### src/sv/pcpc_pkg.sv
// shared types, constants and helpers of the pixel color classifier
package pcpc_pkg;

    localparam int CHAN_W      = 8;
    localparam int WEIGHT_W    = 7;
    localparam int REG_W       = 3 * WEIGHT_W;
    localparam int CFG_INDEX_W = 4;
    localparam int REG_COUNT   = 8;
    localparam int IDX_W       = 3;
    localparam int CLASS_W     = 4;
    localparam int PROD_W      = CHAN_W + WEIGHT_W;
    localparam int SUM_W       = PROD_W + 2;
    localparam int SCORE_W     = 15;

    localparam logic [WEIGHT_W-1:0] WEIGHT_MAX  = 7'd100;
    localparam logic [SCORE_W-1:0]  SCORE_CLAMP = 15'd25500;

    typedef struct packed {
        logic [CHAN_W-1:0]  red;
        logic [CHAN_W-1:0]  green;
        logic [CHAN_W-1:0]  blue;
        logic [SCORE_W-1:0] best_score;
        logic [IDX_W-1:0]   best_idx;
    } stage_t;

    function automatic logic [WEIGHT_W-1:0] sat_weight(input logic [WEIGHT_W-1:0] w);
        return (w > WEIGHT_MAX) ? WEIGHT_MAX : w;
    endfunction

endpackage

### src/sv/pcpc_cell.sv
// one neuron cell: holds its weights, scores the passing pixel, keeps the running best
module pcpc_cell #(
    parameter int CELL_IDX = 0
) (
    input  logic                              clk,
    input  logic                              rst_n,
    input  logic                              en,
    input  logic                              wr_en,
    input  logic [pcpc_pkg::REG_W-1:0]        wr_data,
    input  logic                              up_valid,
    input  pcpc_pkg::stage_t                  up,
    output logic                              dn_valid,
    output pcpc_pkg::stage_t                  dn
);

    logic [pcpc_pkg::REG_W-1:0]    weights_reg;
    logic [pcpc_pkg::WEIGHT_W-1:0] w_red;
    logic [pcpc_pkg::WEIGHT_W-1:0] w_green;
    logic [pcpc_pkg::WEIGHT_W-1:0] w_blue;
    logic [pcpc_pkg::PROD_W-1:0]   p_red;
    logic [pcpc_pkg::PROD_W-1:0]   p_green;
    logic [pcpc_pkg::PROD_W-1:0]   p_blue;
    logic [pcpc_pkg::SUM_W-1:0]    sum;
    logic [pcpc_pkg::SCORE_W-1:0]  score;
    logic                          valid_reg;
    pcpc_pkg::stage_t              stage_reg;
    pcpc_pkg::stage_t              stage_next;

    always_ff @(posedge clk or negedge rst_n)
    begin
        if (!rst_n)
        begin
            weights_reg <= '0;
        end
        else if (wr_en)
        begin
            weights_reg <= wr_data;
        end
    end

    assign w_red   = pcpc_pkg::sat_weight(weights_reg[pcpc_pkg::WEIGHT_W-1:0]);
    assign w_green = pcpc_pkg::sat_weight(weights_reg[2*pcpc_pkg::WEIGHT_W-1:pcpc_pkg::WEIGHT_W]);
    assign w_blue  = pcpc_pkg::sat_weight(weights_reg[3*pcpc_pkg::WEIGHT_W-1:2*pcpc_pkg::WEIGHT_W]);

    assign p_red   = pcpc_pkg::PROD_W'(up.red)   * pcpc_pkg::PROD_W'(w_red);
    assign p_green = pcpc_pkg::PROD_W'(up.green) * pcpc_pkg::PROD_W'(w_green);
    assign p_blue  = pcpc_pkg::PROD_W'(up.blue)  * pcpc_pkg::PROD_W'(w_blue);

    assign sum = pcpc_pkg::SUM_W'(p_red) + pcpc_pkg::SUM_W'(p_green)
               + pcpc_pkg::SUM_W'(p_blue);

    assign score = (sum > pcpc_pkg::SUM_W'(pcpc_pkg::SCORE_CLAMP))
                 ? pcpc_pkg::SCORE_CLAMP : sum[pcpc_pkg::SCORE_W-1:0];

    // strict compare so the lower index keeps a tie
    always_comb
    begin
        stage_next = up;
        if (score > up.best_score)
        begin
            stage_next.best_score = score;
            stage_next.best_idx   = pcpc_pkg::IDX_W'(CELL_IDX);
        end
    end

    always_ff @(posedge clk or negedge rst_n)
    begin
        if (!rst_n)
        begin
            valid_reg <= 1'b0;
        end
        else if (en)
        begin
            valid_reg <= up_valid;
        end
    end

    always_ff @(posedge clk)
    begin
        if (en)
        begin
            stage_reg <= stage_next;
        end
    end

    assign dn_valid = valid_reg;
    assign dn       = stage_reg;

endmodule

### src/sv/pixel_color_perceptron_classifier_core.sv
// top level of the pixel color classifier: input skid stage and a chain of neuron cells
//
//  channel   direction  handshake                    payload
//  pixel     in         pixel_valid / pixel_stall    red, green, blue
//  class     out        class_valid / class_stall    color_class
//  cfg       in         cfg_valid / cfg_ready        cfg_index, cfg_data
//
// one pixel per clock while class is not stalled; each neuron cell registers the pixel in turn,
// and the last cell's register is the output register
// reset clears all weights, so every pixel classifies as 1 until weights are written
// a stall on class freezes the chain; the pixel taken in that cycle waits in the skid
// register and pixel_stall rises on the following cycle until the chain moves again
module pixel_color_perceptron_classifier_core #(
    parameter int NEURON_COUNT = 8
) (
    input  logic                                clk,
    input  logic                                rst_n,
    input  logic                                pixel_valid,
    output logic                                pixel_stall,
    input  logic [pcpc_pkg::CHAN_W-1:0]         red,
    input  logic [pcpc_pkg::CHAN_W-1:0]         green,
    input  logic [pcpc_pkg::CHAN_W-1:0]         blue,
    output logic                                class_valid,
    input  logic                                class_stall,
    output logic [pcpc_pkg::CLASS_W-1:0]        color_class,
    input  logic                                cfg_valid,
    output logic                                cfg_ready,
    input  logic [pcpc_pkg::CFG_INDEX_W-1:0]    cfg_index,
    input  logic [pcpc_pkg::REG_W-1:0]          cfg_data
);

    logic             en;
    logic             skid_valid_reg;
    logic             skid_valid_next;
    pcpc_pkg::stage_t skid_reg;
    pcpc_pkg::stage_t pix_item;
    logic             link_valid [NEURON_COUNT+1];
    pcpc_pkg::stage_t link       [NEURON_COUNT+1];

    assign en          = !(class_valid && class_stall);
    assign pixel_stall = skid_valid_reg;
    assign cfg_ready   = 1'b1;

    always_comb
    begin
        pix_item            = '0;
        pix_item.red        = red;
        pix_item.green      = green;
        pix_item.blue       = blue;
    end

    always_comb
    begin
        if (en)
        begin
            skid_valid_next = 1'b0;
        end
        else
        begin
            skid_valid_next = skid_valid_reg || pixel_valid;
        end
    end

    always_ff @(posedge clk or negedge rst_n)
    begin
        if (!rst_n)
        begin
            skid_valid_reg <= 1'b0;
        end
        else
        begin
            skid_valid_reg <= skid_valid_next;
        end
    end

    always_ff @(posedge clk)
    begin
        if (!en && !skid_valid_reg)
        begin
            skid_reg <= pix_item;
        end
    end

    assign link_valid[0] = skid_valid_reg || pixel_valid;
    assign link[0]       = skid_valid_reg ? skid_reg : pix_item;

    for (genvar n = 0; n < NEURON_COUNT; n++)
    begin : g_cell
        pcpc_cell #(
            .CELL_IDX (n)
        ) u_cell (
            .clk      (clk),
            .rst_n    (rst_n),
            .en       (en),
            .wr_en    (cfg_valid && (cfg_index == pcpc_pkg::CFG_INDEX_W'(n))),
            .wr_data  (cfg_data),
            .up_valid (link_valid[n]),
            .up       (link[n]),
            .dn_valid (link_valid[n+1]),
            .dn       (link[n+1])
        );
    end

    assign class_valid = link_valid[NEURON_COUNT];
    assign color_class = pcpc_pkg::CLASS_W'(link[NEURON_COUNT].best_idx)
                       + pcpc_pkg::CLASS_W'(1);

endmodule

### config.mk
export PLATFORM = sky130hd
export DESIGN_NAME = pixel_color_perceptron_classifier_core
export DESIGN_NICKNAME = d
export VERILOG_FILES = /design/src/sv/pcpc_pkg.sv /design/src/sv/pcpc_cell.sv /design/src/sv/pixel_color_perceptron_classifier_core.sv
export SDC_FILE = /design/constraint.sdc
export NUM_CORES = 2
export LEC_CHECK = 0
export BUFFER_PORTS_ARGS = -buffer_cell sky130_fd_sc_hd__buf_4
export CORE_MARGIN = 4
export CORE_UTILIZATION = 55
export CTS_BUF_LIST = sky130_fd_sc_hd__clkbuf_4 sky130_fd_sc_hd__clkbuf_8 sky130_fd_sc_hd__clkbuf_16
export CTS_CLUSTER_DIAMETER = 60
export CTS_CLUSTER_SIZE = 16
export DETAILED_ROUTE_END_ITERATION = 7
export PLACE_DENSITY = 0.84
export SLEW_MARGIN = 25
export SYNTH_ARGS = -nofsm -noshare
export SYNTH_HDL_FRONTEND = slang
export SYNTH_HIERARCHICAL = 1
export SYNTH_SLANG_ARGS = --single-unit
### constraint.sdc
create_clock -name clk -period 11 [get_ports clk]
set_input_delay 1.1 -clock clk [delete_from_list [all_inputs] [get_ports clk]]
set_output_delay 1.1 -clock clk [all_outputs]
set_load 0.05 [all_outputs]
### After elaboration in Yosys (flattened, before gate mapping)

Index checks and enable logic that the tools add are counted.
W data, S select, Z words.

* add/sub/neg operators: 17
* reduce and logical (&&, ||, !) cells: 13
* magnitude comparators: 40
* muxes and demuxes: 41
* multipliers: 24
* eq/ne operators: 7

Operators by type and width (number)
* $mul A8 B7 Y15: 24
* $gt A7 B7 Y1 const B: 24
* $mux W7: 24
* $add A17 B15 Y17: 8
* $gt A17 B15 Y1 const B: 8
* $add A15 B15 Y16: 8
* $mux W18: 7
* $gt A15 B15 Y1: 8
* $mux W15: 8
* $mux W42: 1
* $eq A4 B3 Y1 const B: 4
* $logic_and A1 B1 Y1: 10
* $eq A4 B2 Y1 const B: 2
* $add A3 B1 Y4 const B: 1
* $eq A4 B1 Y1 const B: 1
* $logic_not A4 Y1: 1
* $logic_not A1 Y1: 1
* $logic_or A1 B1 Y1: 1
* $mux W1: 1

* bits in registers: 491
* input bits: 54
* output and inout bits: 7
* logic and storage cells: 197

### Logic depth before layout (Yosys ltp)

* depth in word-level cells: 9
* mapped depth: 38
* depth with buffers taken out: 33

### By module

Netlist, hierarchy kept.

Modules (own cells, without submodules)
* pcpc_cell at g_cell[0].u_cell ...: times used 3, sequential area each 1811.7 um^2, cells each 877, area each 8846.0 um^2
* pcpc_cell at g_cell[4].u_cell ...: times used 2, sequential area each 1811.7 um^2, cells each 853, area each 8912.3 um^2
* pcpc_cell at g_cell[6].u_cell: times used 1, sequential area each 1811.7 um^2, cells each 885, area each 8942.3 um^2
* pcpc_cell at g_cell[3].u_cell: times used 1, sequential area each 1811.7 um^2, cells each 893, area each 8916.1 um^2
* pcpc_cell at g_cell[7].u_cell: times used 1, sequential area each 1811.7 um^2, cells each 888, area each 8909.8 um^2
* pixel_color_perceptron_classifier_core: times used 1, sequential area each 745.7 um^2, cells each 76, area each 1277.5 um^2

### Worst setup path before layout

Ideal clock, no wire load.

* kind: in2reg
* start point: input port class_stall
* end point: register skid_reg[18] in the netlist's numbering, enable pin
* path slack: -1.491 ns
* data required time: 9.938 ns
* buffers on the path: 0
* arrival time: 11.429 ns
* setup time: 1.062 ns
* cell stages on the path: 2
* cell sequence: nand2_1 nor2_1

* longest elaborated chain between the ends: 2

Ends and longest elaborated chain
* from (decl): line pixel_color_perceptron_classifier_core.sv:24 `input logic class_stall,`
* $logic_and A1 B1 Y1: line pixel_color_perceptron_classifier_core.sv:40 `assign en = !(class_valid && class_stall);`
* $logic_and A1 B1 Y1: line pixel_color_perceptron_classifier_core.sv:78 `if (!en && !skid_valid_reg)`
* to (signal assigned): line pixel_color_perceptron_classifier_core.sv:80 `skid_reg <= pix_item;`
* to (decl): line pixel_color_perceptron_classifier_core.sv:35 `pcpc_pkg::stage_t skid_reg;`

Every way passes these cells.
A chain may end at the register's enable or synchronous reset.

### Worst setup path after layout

* start point: register g_cell[3].u_cell/weights_reg[13] in the netlist's numbering
* end point: register g_cell[3].u_cell.stage_reg (netlist bit g_cell[3].u_cell/dn[1]) (data pin)

* longest elaborated chain between the ends: 8

Ends and longest elaborated chain
* from (decl): line pcpc_cell.sv:16 `logic [pcpc_pkg::REG_W-1:0] weights_reg;`
* from (signal assigned): line pcpc_cell.sv:37 `weights_reg <= wr_data;`
* $gt A7 B7 Y1: line pcpc_pkg.sv:27 `return (w > WEIGHT_MAX) ? WEIGHT_MAX : w;`
* $mux W7 *: line pcpc_pkg.sv:27
* $mul A8 B7 Y15 *: line pcpc_cell.sv:46 `assign p_green = pcpc_pkg::PROD_W'(up.green) * pcpc_pkg::PROD_W'(w_green);`
* $add A15 B15 Y16 *: line pcpc_cell.sv:49 `assign sum = pcpc_pkg::SUM_W'(p_red) + pcpc_pkg::SUM_W'(p_green)`
* $add A17 B15 Y17 *: line pcpc_cell.sv:50 `+ pcpc_pkg::SUM_W'(p_blue);`
* $gt A17 B15 Y1: line pcpc_cell.sv:52 `assign score = (sum > pcpc_pkg::SUM_W'(pcpc_pkg::SCORE_CLAMP))`
* $mux W15 *: line pcpc_cell.sv:53 `? pcpc_pkg::SCORE_CLAMP : sum[pcpc_pkg::SCORE_W-1:0];`
* $gt A15 B15 Y1 *: line pcpc_cell.sv:59 `if (score > up.best_score)`
* to (signal assigned): line pcpc_cell.sv:82 `stage_reg <= stage_next;`
* to (decl): line pcpc_cell.sv:26 `pcpc_pkg::stage_t stage_reg;`

Every way passes the cells marked *; elsewhere a longest branch is shown, timed or not.

==> metrics.md <==
| Metric | Value |
|---|---|
| CTS max path bufs | 3 |
| Final nets | 8908 |
| Kind of start point of the critical path | flip-flop |
| Vias/cell | 5.74 |
| Setup Viol. Count Final | 0 |
| Overflow left after global routing | 0 |
| CTS tree | done |
| Final Hold Viols | 0 |
| Detailed Place HPWL | 146 mm |
| CP max FO | 33 |
| Endpoint type of the worst setup path | flip-flop |
| Total negative slack | 0 ns |
| Slowest Stage Delay on Critical Path | 0.69 ns |
| Row count | 131 |
| Vias in the first global route | 53683 |
| Final Skew | 0.0345 ns |
| CTS Buf Count | 51 |
| Max Freq | 98.2 MHz |
| Cell area after synthesis | 71000 sq um |
| Yosys warning total | 6 |
| Core Region | 128000 sq um |
| Height of the die | 367 microns |
| Die area | 135000 sq um |
| Post-CTS sizing | 0 |
| RSZ-0062 raised after global routing | false |
| Sink Count | 498 |
| CP Data Arrival Time | 10.57 ns |
| Antenna violations before repair | 6 |
| Die width | 367 microns |
| Total Routing Usage GR | 27.6% |
| Initial DRC count | 4230 |
| Largest net degree at the start of global routing | 168 |
| Post-Syn Instances | 7006 |
| First-pass GRT wire length | 294 mm |
| Clock slew at reported path FFs | 0.07 ns |
| WL final | 182 mm |
| CTS root buf | clkbuf_16 |
| # DRC | 0 |
| I/O Pins | 61 |
| Status | completed |
| Post-CTS Setup Bufs | 0 |
| H-tree level count | 2 |
| Hold bufs inserted after CTS | 0 |
| Tcrit/Tclk final | 92.6% |
| Slew HR | 21.7% |
| CP most frequent cell | fa_1 |
| Syn avg cell area | 10.1 sq um |
| Slew Viols, Final | 0 |
| WL/cell | 20.8 microns |
| Placer Congestion | 0.960 |
| Hold Crit Class | in -> async |
| Crit path max-delay cell type | a2111oi_0 |
| Area grow syn2layout | 5.66% |
| Routed via count | 50126 |
| Clock Latency Late Sink | 0.67 ns |
| Max-cap violations | 0 |
| Detail Route Antenna Nets | 0 |
| Period minus WS final | 10.19 ns |
| Max reg flops | 297 |
| Initial core utilization | 55.6% |
| Port bufs | 59 |
| Measured slew at the worst slew-check pin | 1.17 ns |
| Crit Path Category | reg -> reg |
| Share of post-route cells with drive strength above 1 | 7.48% |
| First-pass DRT Iterations | 6 |
| Data required, critical path | 11.38 ns |
-- placed cells by master (no fill, tap or decap), drive strengths merged, types with 13 or more instances in the layout --
master	n
xor2	27
clkinv	14
xnor2	38
edfxtp	321
fa	1112
and3	335
o21ai	74
and2	761
nand3	75
o2bb2ai	13
o211ai	26
nand2b	26
a31oi	42
mux2	232
nor3	30
nor4	13
diode	14
buf	77
a211oi	30
nor2b	100
a21oi	136
or2	44
nand4	25
nand2	477
inv	1606
clkbuf	67
nor2	153
o21a	15
conb	28
a211o	14
dfrtp	177
a21o	65
ha	729
-- worst max-delay path, delay by kind of cell (launching register included) --
family	cells	cell delay, ns
fa+ha+maj	9	4.41
buf+inv	4	0.43
compound gates	8	1.92
simple gates	8	2.24
flops	1	0.51
mux	1	0.39
-- area by class of cell --
type                       instances  area (sq um)
timing repair buffer              78           604
antenna                           14          35.0
clock inverter                    30           349
clock buffer                      66          1440
fill                           10268         52800
sequential                       498         14100
tap                             1662          2080
multi-input combinational       4790         50500
inverter                        1594          5980
-- metal layers --
layer	track usage, %	vias up	wire length, microns
met5	0	-	0
met4	13.2	0	9760
met3	6.85	508	17700
met2	42.9	2255	83000
met1	36.6	25211	71000
li1	-	22152	-
-- path summary, 6_finish.rpt --
| path | slack (ns) | depth (start not counted) | from | end |
|---|---|---|---|---|
| min | 0.44 | 1 | rst_n | g_cell[7].u_cell/weights_reg[3] |
| min reg2reg | 0.50 | 1 | g_cell[6].u_cell/dn_valid | g_cell[7].u_cell/dn_valid |
| max | 0.81 | 30 | g_cell[3].u_cell/weights_reg[13] | g_cell[3].u_cell/dn[1] |
| min in group clk | 0.50 | 1 | g_cell[6].u_cell/dn_valid | g_cell[7].u_cell/dn_valid |
| max in group asynchronous | 9.12 | 2 | rst_n | g_cell[4].u_cell/weights_reg[16] |
| max reg2reg | 0.81 | 30 | g_cell[3].u_cell/weights_reg[13] | g_cell[3].u_cell/dn[1] |
-- through the flow --
stage	instance area, sq um	util (%)	hold slack, ns	instances	worst slack (ns)
after floorplan	71100	-	0.475	7032	1.94
after global placement	73200	57.3	0.484	8622	1.15
after detailed placement	73200	57.3	0.485	8622	0.977
after CTS	75000	58.7	0.430	8718	0.908
after global routing	75000	58.7	0.474	8726	0.199
final	75000	58.7	0.443	8732	0.814
Power is left out: the tool's default activity adds up to more than one toggle a clock period on the data nets, which glitch-free logic cannot reach.
